==> src/rtl/core/xs64s_pkg.sv <==
// Package with the commands, constants and the xorshift function of the random source.
`timescale 1ns / 1ps

package xs64s_pkg;

  localparam int unsigned WORD_W = 64;
  localparam int unsigned CMD_W  = 3;

  typedef logic [WORD_W-1:0] word_t;
  typedef logic [CMD_W-1:0]  cmd_t;

  localparam cmd_t CMD_SEED   = 3'd0;
  localparam cmd_t CMD_WORD64 = 3'd1;
  localparam cmd_t CMD_WORD32 = 3'd2;
  localparam cmd_t CMD_HALF   = 3'd3;
  localparam cmd_t CMD_BYTE   = 3'd4;
  localparam cmd_t CMD_RANGE  = 3'd5;

  localparam word_t GEN_RESET = 64'd4101842887655102017;
  localparam word_t GEN_MULT  = 64'd2685821657736338717;

  localparam int unsigned SHIFT_A   = 21;
  localparam int unsigned SHIFT_B   = 35;
  localparam int unsigned SHIFT_C   = 4;
  localparam int unsigned HALF_BITS = 16;
  localparam int unsigned BYTE_BITS = 8;

  localparam logic [1:0] HALF_REFILL_LEFT = 2'd3;
  localparam logic [2:0] BYTE_REFILL_LEFT = 3'd7;

  function automatic word_t xs_shuffle(input word_t s);
    word_t t;
    t = s ^ (s >> SHIFT_A);
    t = t ^ (t << SHIFT_B);
    t = t ^ (t >> SHIFT_C);
    return t;
  endfunction

endpackage

==> src/rtl/core/xs64s_mul.sv <==
// Iterative 64-bit low-half multiplier by the generator constant on one 32x32 unit.
`timescale 1ns / 1ps

module xs64s_mul (
  input  logic             clk,
  input  logic             rst,
  input  logic             start,
  input  xs64s_pkg::word_t a,
  output logic             done,
  output xs64s_pkg::word_t product
);

  localparam logic [31:0] B_LO = xs64s_pkg::GEN_MULT[31:0];
  localparam logic [31:0] B_HI = xs64s_pkg::GEN_MULT[63:32];

  logic             busy;
  logic [1:0]       step;
  xs64s_pkg::word_t a_q;
  xs64s_pkg::word_t prod;
  xs64s_pkg::word_t acc;
  logic [31:0]      mul_x;
  logic [31:0]      mul_y;

  always_comb begin
    case (step)
      2'd0: begin
        mul_x = a_q[31:0];
        mul_y = B_LO;
      end
      2'd1: begin
        mul_x = a_q[63:32];
        mul_y = B_LO;
      end
      default: begin
        mul_x = a_q[31:0];
        mul_y = B_HI;
      end
    endcase
  end

  always_ff @(posedge clk) begin
    if (rst) begin
      busy <= 1'b0;
      step <= 2'd0;
      done <= 1'b0;
    end else begin
      done <= 1'b0;
      if (start) begin
        busy <= 1'b1;
        step <= 2'd0;
      end else if (busy) begin
        step <= step + 2'd1;
        if (step == 2'd3) begin
          busy <= 1'b0;
          done <= 1'b1;
        end
      end
    end
  end

  always_ff @(posedge clk) begin
    if (start) begin
      a_q <= a;
    end
    if (busy) begin
      if (step != 2'd3) begin
        prod <= {32'd0, mul_x} * {32'd0, mul_y};
      end
      case (step)
        2'd1: acc <= prod;
        2'd2, 2'd3: acc[63:32] <= acc[63:32] + prod[31:0];
        default: ;
      endcase
    end
  end

  assign product = acc;

endmodule

==> src/rtl/core/xs64s_div.sv <==
// Restoring remainder unit that retires one dividend bit per cycle.
`timescale 1ns / 1ps

module xs64s_div (
  input  logic             clk,
  input  logic             rst,
  input  logic             start,
  input  xs64s_pkg::word_t dividend,
  input  xs64s_pkg::word_t divisor,
  output logic             done,
  output xs64s_pkg::word_t remainder
);

  logic             busy;
  logic [5:0]       count;
  xs64s_pkg::word_t dvd;
  xs64s_pkg::word_t dvs;
  xs64s_pkg::word_t rem;
  logic [64:0]      trial;
  logic [64:0]      diff;

  assign trial = {rem, dvd[63]};
  assign diff  = trial - {1'b0, dvs};

  always_ff @(posedge clk) begin
    if (rst) begin
      busy  <= 1'b0;
      count <= 6'd0;
      done  <= 1'b0;
    end else begin
      done <= 1'b0;
      if (start) begin
        busy  <= 1'b1;
        count <= 6'd63;
      end else if (busy) begin
        count <= count - 6'd1;
        if (count == 6'd0) begin
          busy <= 1'b0;
          done <= 1'b1;
        end
      end
    end
  end

  always_ff @(posedge clk) begin
    if (start) begin
      dvd <= dividend;
      dvs <= divisor;
      rem <= '0;
    end else if (busy) begin
      dvd <= {dvd[62:0], 1'b0};
      if (!diff[64]) begin
        rem <= diff[63:0];
      end else begin
        rem <= trial[63:0];
      end
    end
  end

  assign remainder = rem;

endmodule

==> src/rtl/core/xorshift64_star_random_source_unit.sv <==
// Top level of the xorshift64* random source with its command sequencer.
`timescale 1ns / 1ps

// One request enters on the s_ stream: s_tuser holds the command, s_tdata the seed and
// the range bounds. Each request gives exactly one transaction on the m_ stream, with
// the value in m_tdata and the zero-span flag in m_tuser.
// The block takes one request at a time. A request drawing a fresh word runs the xorshift
// in the accept cycle and then a 64-bit multiply on one shared 32x32 multiplier in four
// steps. Halfword and byte requests served from a reserve, zero-span ranges and undefined
// commands go from acceptance straight to the finish state. A range request with a nonzero
// span then feeds the product to the one-bit-per-cycle remainder unit. The next request
// is taken as soon as the result is loaded, even while that result still waits in the
// output register. If the receiver stalls, the output register holds its transaction and
// a finished request waits in the sequencer until the register frees. Synchronous reset
// loads the generator with its seed constant, empties both reserves and clears the output
// valid.

module xorshift64_star_random_source_unit (
  input  logic          clk,
  input  logic          rst,
  input  logic          s_tvalid,
  output logic          s_tready,
  // seed_value [63:0], range_min [127:64], range_max [191:128]
  input  logic [191:0]  s_tdata,
  // command [2:0]
  input  logic [2:0]    s_tuser,
  output logic          m_tvalid,
  input  logic          m_tready,
  // random_value [63:0]
  output logic [63:0]   m_tdata,
  // span_error [0]
  output logic [0:0]    m_tuser
);

  localparam logic [2:0] ST_IDLE  = 3'd0;
  localparam logic [2:0] ST_MUL   = 3'd1;
  localparam logic [2:0] ST_MWAIT = 3'd2;
  localparam logic [2:0] ST_DWAIT = 3'd3;
  localparam logic [2:0] ST_FIN   = 3'd4;

  logic [2:0]          state;
  xs64s_pkg::cmd_t     cmd;
  xs64s_pkg::word_t    gen_state;
  xs64s_pkg::word_t    hw_reserve;
  logic [1:0]          hw_left;
  xs64s_pkg::word_t    by_reserve;
  logic [2:0]          by_left;
  xs64s_pkg::word_t    mul_a;
  xs64s_pkg::word_t    min_q;
  xs64s_pkg::word_t    span;
  xs64s_pkg::word_t    res_value;
  logic                res_err;

  xs64s_pkg::cmd_t     in_cmd;
  xs64s_pkg::word_t    in_seed;
  xs64s_pkg::word_t    in_min;
  xs64s_pkg::word_t    in_max;
  xs64s_pkg::word_t    in_span;
  xs64s_pkg::word_t    shuf_gen;
  logic                accept;
  logic                mul_start;
  logic                mul_done;
  xs64s_pkg::word_t    mul_prod;
  logic                div_start;
  logic                div_done;
  xs64s_pkg::word_t    div_rem;

  assign in_cmd   = s_tuser;
  assign in_seed  = s_tdata[63:0];
  assign in_min   = s_tdata[127:64];
  assign in_max   = s_tdata[191:128];
  assign in_span  = in_max - in_min;
  assign shuf_gen = xs64s_pkg::xs_shuffle(gen_state);

  assign s_tready  = (state == ST_IDLE);
  assign accept    = s_tvalid && s_tready;
  assign mul_start = (state == ST_MUL);
  assign div_start = (state == ST_MWAIT) && mul_done && (cmd == xs64s_pkg::CMD_RANGE);

  xs64s_mul u_mul (
    .clk     (clk),
    .rst     (rst),
    .start   (mul_start),
    .a       (mul_a),
    .done    (mul_done),
    .product (mul_prod)
  );

  xs64s_div u_div (
    .clk       (clk),
    .rst       (rst),
    .start     (div_start),
    .dividend  (mul_prod),
    .divisor   (span),
    .done      (div_done),
    .remainder (div_rem)
  );

  always_ff @(posedge clk) begin
    if (rst) begin
      state      <= ST_IDLE;
      gen_state  <= xs64s_pkg::GEN_RESET;
      hw_reserve <= '0;
      hw_left    <= 2'd0;
      by_reserve <= '0;
      by_left    <= 3'd0;
      m_tvalid   <= 1'b0;
    end else begin
      if (m_tvalid && m_tready && (state != ST_FIN)) begin
        m_tvalid <= 1'b0;
      end
      case (state)
        ST_IDLE: begin
          if (accept) begin
            cmd       <= in_cmd;
            min_q     <= in_min;
            span      <= in_span;
            res_value <= '0;
            res_err   <= 1'b0;
            mul_a     <= shuf_gen;
            state     <= ST_FIN;
            case (in_cmd)
              xs64s_pkg::CMD_SEED: begin
                mul_a <= xs64s_pkg::xs_shuffle(gen_state ^ in_seed);
                state <= ST_MUL;
              end
              xs64s_pkg::CMD_WORD64, xs64s_pkg::CMD_WORD32: begin
                gen_state <= shuf_gen;
                state     <= ST_MUL;
              end
              xs64s_pkg::CMD_HALF: begin
                if (hw_left != 2'd0) begin
                  hw_left    <= hw_left - 2'd1;
                  hw_reserve <= hw_reserve >> xs64s_pkg::HALF_BITS;
                  res_value  <= {48'd0, hw_reserve[31:16]};
                end else begin
                  gen_state <= shuf_gen;
                  state     <= ST_MUL;
                end
              end
              xs64s_pkg::CMD_BYTE: begin
                if (by_left != 3'd0) begin
                  by_left    <= by_left - 3'd1;
                  by_reserve <= by_reserve >> xs64s_pkg::BYTE_BITS;
                  res_value  <= {56'd0, by_reserve[15:8]};
                end else begin
                  gen_state <= shuf_gen;
                  state     <= ST_MUL;
                end
              end
              xs64s_pkg::CMD_RANGE: begin
                gen_state <= shuf_gen;
                if (in_span == '0) begin
                  res_value <= in_min;
                  res_err   <= 1'b1;
                end else begin
                  state <= ST_MUL;
                end
              end
              default: ;
            endcase
          end
        end
        ST_MUL: begin
          state <= ST_MWAIT;
        end
        ST_MWAIT: begin
          if (mul_done) begin
            state <= ST_FIN;
            case (cmd)
              xs64s_pkg::CMD_SEED: begin
                gen_state <= mul_prod;
                res_value <= '0;
              end
              xs64s_pkg::CMD_WORD64: begin
                res_value <= mul_prod;
              end
              xs64s_pkg::CMD_WORD32: begin
                res_value <= {32'd0, mul_prod[31:0]};
              end
              xs64s_pkg::CMD_HALF: begin
                hw_reserve <= mul_prod;
                hw_left    <= xs64s_pkg::HALF_REFILL_LEFT;
                res_value  <= {48'd0, mul_prod[15:0]};
              end
              xs64s_pkg::CMD_BYTE: begin
                by_reserve <= mul_prod;
                by_left    <= xs64s_pkg::BYTE_REFILL_LEFT;
                res_value  <= {56'd0, mul_prod[7:0]};
              end
              xs64s_pkg::CMD_RANGE: begin
                state <= ST_DWAIT;
              end
              default: ;
            endcase
          end
        end
        ST_DWAIT: begin
          if (div_done) begin
            res_value <= min_q + div_rem;
            state     <= ST_FIN;
          end
        end
        ST_FIN: begin
          if (!m_tvalid || m_tready) begin
            m_tdata  <= res_value;
            m_tuser  <= res_err;
            m_tvalid <= 1'b1;
            state    <= ST_IDLE;
          end
        end
        default: begin
          state <= ST_IDLE;
        end
      endcase
    end
  end

endmodule

==> config.mk <==
export PLATFORM = sky130hd
export DESIGN_NAME = xorshift64_star_random_source_unit
export DESIGN_NICKNAME = d
export VERILOG_FILES = /design/src/rtl/core/xs64s_pkg.sv /design/src/rtl/core/xs64s_mul.sv /design/src/rtl/core/xs64s_div.sv /design/src/rtl/core/xorshift64_star_random_source_unit.sv
export SDC_FILE = /design/constraint.sdc
export NUM_CORES = 2
export LEC_CHECK = 0
export ABC_AREA = 1
export BUFFER_PORTS_ARGS = -buffer_cell sky130_fd_sc_hd__buf_2
export CAP_MARGIN = 20
export CELL_PAD_IN_SITES_DETAIL_PLACEMENT = 0
export CELL_PAD_IN_SITES_GLOBAL_PLACEMENT = 1
export CORE_MARGIN = 3
export CORE_UTILIZATION = 26
export CTS_CLUSTER_DIAMETER = 150
export DETAILED_ROUTE_END_ITERATION = 8
export PLACE_DENSITY_LB_ADDON = 0.1
export SYNTH_ARGS = -nofsm -noshare
export SYNTH_HDL_FRONTEND = slang
export SYNTH_SLANG_ARGS = --single-unit
==> constraint.sdc <==
create_clock -name clk -period 37.7 [get_ports clk]
set_input_delay 1.885 -clock clk [delete_from_list [all_inputs] [get_ports clk]]
set_output_delay 1.885 -clock clk [all_outputs]
set_load 0.1 [all_outputs]
==> flow_summary_export.csv <==
group,metric,value,unit
die,coreArea,0.292,mm²
sta,final.setup.tns,0,ps
sta,finalClockSkew,101,ps
clocking,cts_post_setup_buffers_inserted,0,
drt,drc,0,
placed_design,placed_cells,13300,
sta,slew_at_the_pin_closest_to_its_max_slew_limit,1200,ps
layout,flow.area_growth_from_synthesis,13.3,%
global_route,grt_first_pass_wirelength,509,mm
critical_path,worst-endpoint-arrival,10620,ps
run_status,run_status,"finished clean",
die,pin_count,266,
yosys,synth_edf_count,644,
sta,hold_violation_count_in_the_final_report,0,
clocking,tritoncts.num_buffers,110,
die,die_area,0.302,mm²
yosys,synth.ff_latch_count,897,
sta,final_period_demand_of_the_worst_path,10180,ps
global_route,grt_start_max_net_pins,120,
clocking,clock_tree.root_cell,"clkbuf_16",
clocking,clock_tree_from_tritoncts,"yes",
sta,fmax,0.0982,GHz
job,drv.max_cap_violation_count,0,
critical_path,timing.critical_path.from_type,"flip-flop",
global_route,first_global_vias,65900,
die,rows,198,
die,initial_standard_cell_utilization_of_the_core,26.3,%
global_route,overflow,0,
critical_path,crit_required,38140,ps
placed_design,placement.io_buffers,265,
critical_path,path_class,"flip-flop to flip-flop",
drt,routed_via_density,4.66,
yosys,synthDistinctLibCells,59,
drt,wl_per_cell,27.0,µm
hold_path,hp-class,"flip-flop to flip-flop",
critical_path,endpoint_kind,"flip-flop",
critical_path,worst_path_max_delay_cell,"nor2_1",
drt,drt_first_iter_violations,4348,
drt,drt-total-wl,365,mm
drt,dr_total_vias,63000,
global_route,antenna_violations_before_repair,31,
clocking,clk-insertion-delay-late,810,ps
sta,final_cycle_utilization_of_the_critical_path,27.0,%
layout,post_route_cells_drive_above_1_share,7.68,%
yosys,synth_top_area_share,25.2,%
sta,final-setup-viol-count,0,
drt,detail-route-antenna-nets,0,
sta,report.final.slew_viol_count,0,
global_route,track_usage,23.8,%
yosys,async_reset_ff_share,0,%
yosys,netlist_instances,9207,
yosys,synth-warning-count,0,
clocking,count_of_clock_tree_sinks,897,
die,fp.dieH,549,µm
sta,slew-limit-headroom,19.1,%
clocking,clock_tree.htree_level_count,3,
layout,fin_cells,13500,
critical_path,crit_top_cell,"inv_1",
drt,count_of_tritonroute_iterations_in_the_first_routing_pass,6,
critical_path,crit_fanout,25,
yosys,yosysSeqAreaShare,31.8,%
clocking,maximum_buffer_depth_of_the_clock_tree,3,
clocking,cts-resized-gates,0,
die,die_w,549,µm
yosys,synth.top_cells.by_area,"edfxtp_1, fa_1, ha_1",
yosys,post_synth_instance_area,0.0768,mm²
clocking,cts.clk_slew.worst_paths,60,ps
yosys,synthesis.area_per_instance,8.34,µm²
yosys,synth_area_leader_cell,"edfxtp_1",
yosys,synth-main-ff-cell,"edfxtp_1",
placed_design,hpwlAfterDp,309,mm
critical_path,crit_path_max_incr_delay,810,ps
placed_design,gp_congestion,0.941,
layout,finish.net_count,10900,
sta,grt_setup_unrepaired,"false",
clocking,postCtsHoldBufs,0,
## cell type report
| type | instances | area [µm²] |
|---|---|---|
| timing repair buffer | 353 | 2030 |
| multi-input combinational | 6296 | 44800 |
| sequential | 897 | 24400 |
| clock buffer | 146 | 3000 |
| tap | 3900 | 4880 |
| antenna | 6 | 15.0 |
| clock inverter | 58 | 838 |
| inverter | 1865 | 7010 |
| fill | 31600 | 205000 |
## stage by stage
stage	cell area, µm²	hold WS, ps	util [%]	setup slack (ps)
after CTS	87000	340	29.7	27400
final	87000	348	29.8	27520
after detailed placement	83100	405	28.4	27490
after floorplan	76900	400	-	20510
after global routing	87000	358	29.8	27120
after global placement	83000	402	28.4	26860
## layer usage
layer / routed length, µm / global-route usage (%)
met1: 157000 / 29.9
met2: 182000 / 42.2
met3: 11300 / 1.93
met4: 15600 / 8.82
met5: 22 / 0
## critical path, delay by kind of cell, from the launching register on
family,cells,cell delay [ps]
buffers and inverters,10,1380
XOR/XNOR,1,110
AO/OA/AOI/OAI,3,290
AND/OR/NAND/NOR,9,2390
adder cells (fa/ha/maj),10,5290
flip-flops,1,350
## cell usage in the layout (no fill, tap or decap), types with 215 or more instances in the layout
cell	count
xnor2_1	272
dfxtp_1	253
inv_1	1835
nor2_1	667
fa_1	563
nand3_1	215
ha_1	631
edfxtp_1	644
buf_2	265
a21oi_1	453
o21ai_0	503
nand2_1	1998
## registers in the layout (all words and copies together) (netlist names), 56 cells and up
register	count
by_reserve	56
gen_state	64
m_tdata	64
min_q	64
mul_a	64
res_value	64
span	64
u_div.dvd	64
u_div.dvs	64
u_div.remainder	64
u_mul.a_q	64
u_mul.prod	63
u_mul.product	64
## cells in the mapped netlist (58+ instances only)
library cell / instances
xnor2_1: 274
xor2_1: 186
a31oi_1: 181
fa_1: 563
edfxtp_1: 644
or2_2: 58
nor2_1: 678
ha_1: 632
nand2_1: 1998
inv_1: 1839
dfxtp_1: 253
clkbuf_1: 152
nand3_1: 215
o21ai_0: 509
a21oi_1: 454
## cells by family (layout without fill, tap and decap cells)
| kind of cell | after synthesis | after routing | synth area share [%] |
|---|---|---|---|
| xor+xnor | 460 | 460 | 5.25 |
| fa+ha+maj | 1195 | 1195 | 25.0 |
| mux | 3 | 3 | 0.0391 |
| compound gates | 1417 | 1417 | 10.6 |
| simple gates | 3182 | 3182 | 17.1 |
| buf+inv | 2051 | 2422 | 10.2 |
| other cells | 2 | 45 | 0.00978 |
| flops | 897 | 897 | 31.8 |
## worst paths after layout
path	startpoint	endpoint	slack, ps	depth (start not counted)
worst max-delay path	u_mul.step[1]	u_mul.prod[62]	27520	33
worst min-delay path	span[23]	u_div.dvs[23]	350	0
worst max register to register	u_mul.step[1]	u_mul.prod[62]	27520	33
worst min register to register	span[23]	u_div.dvs[23]	350	0
Power is left out: the tool's default activity adds up to more than one toggle a clock period on the data nets, which glitch-free logic cannot reach.
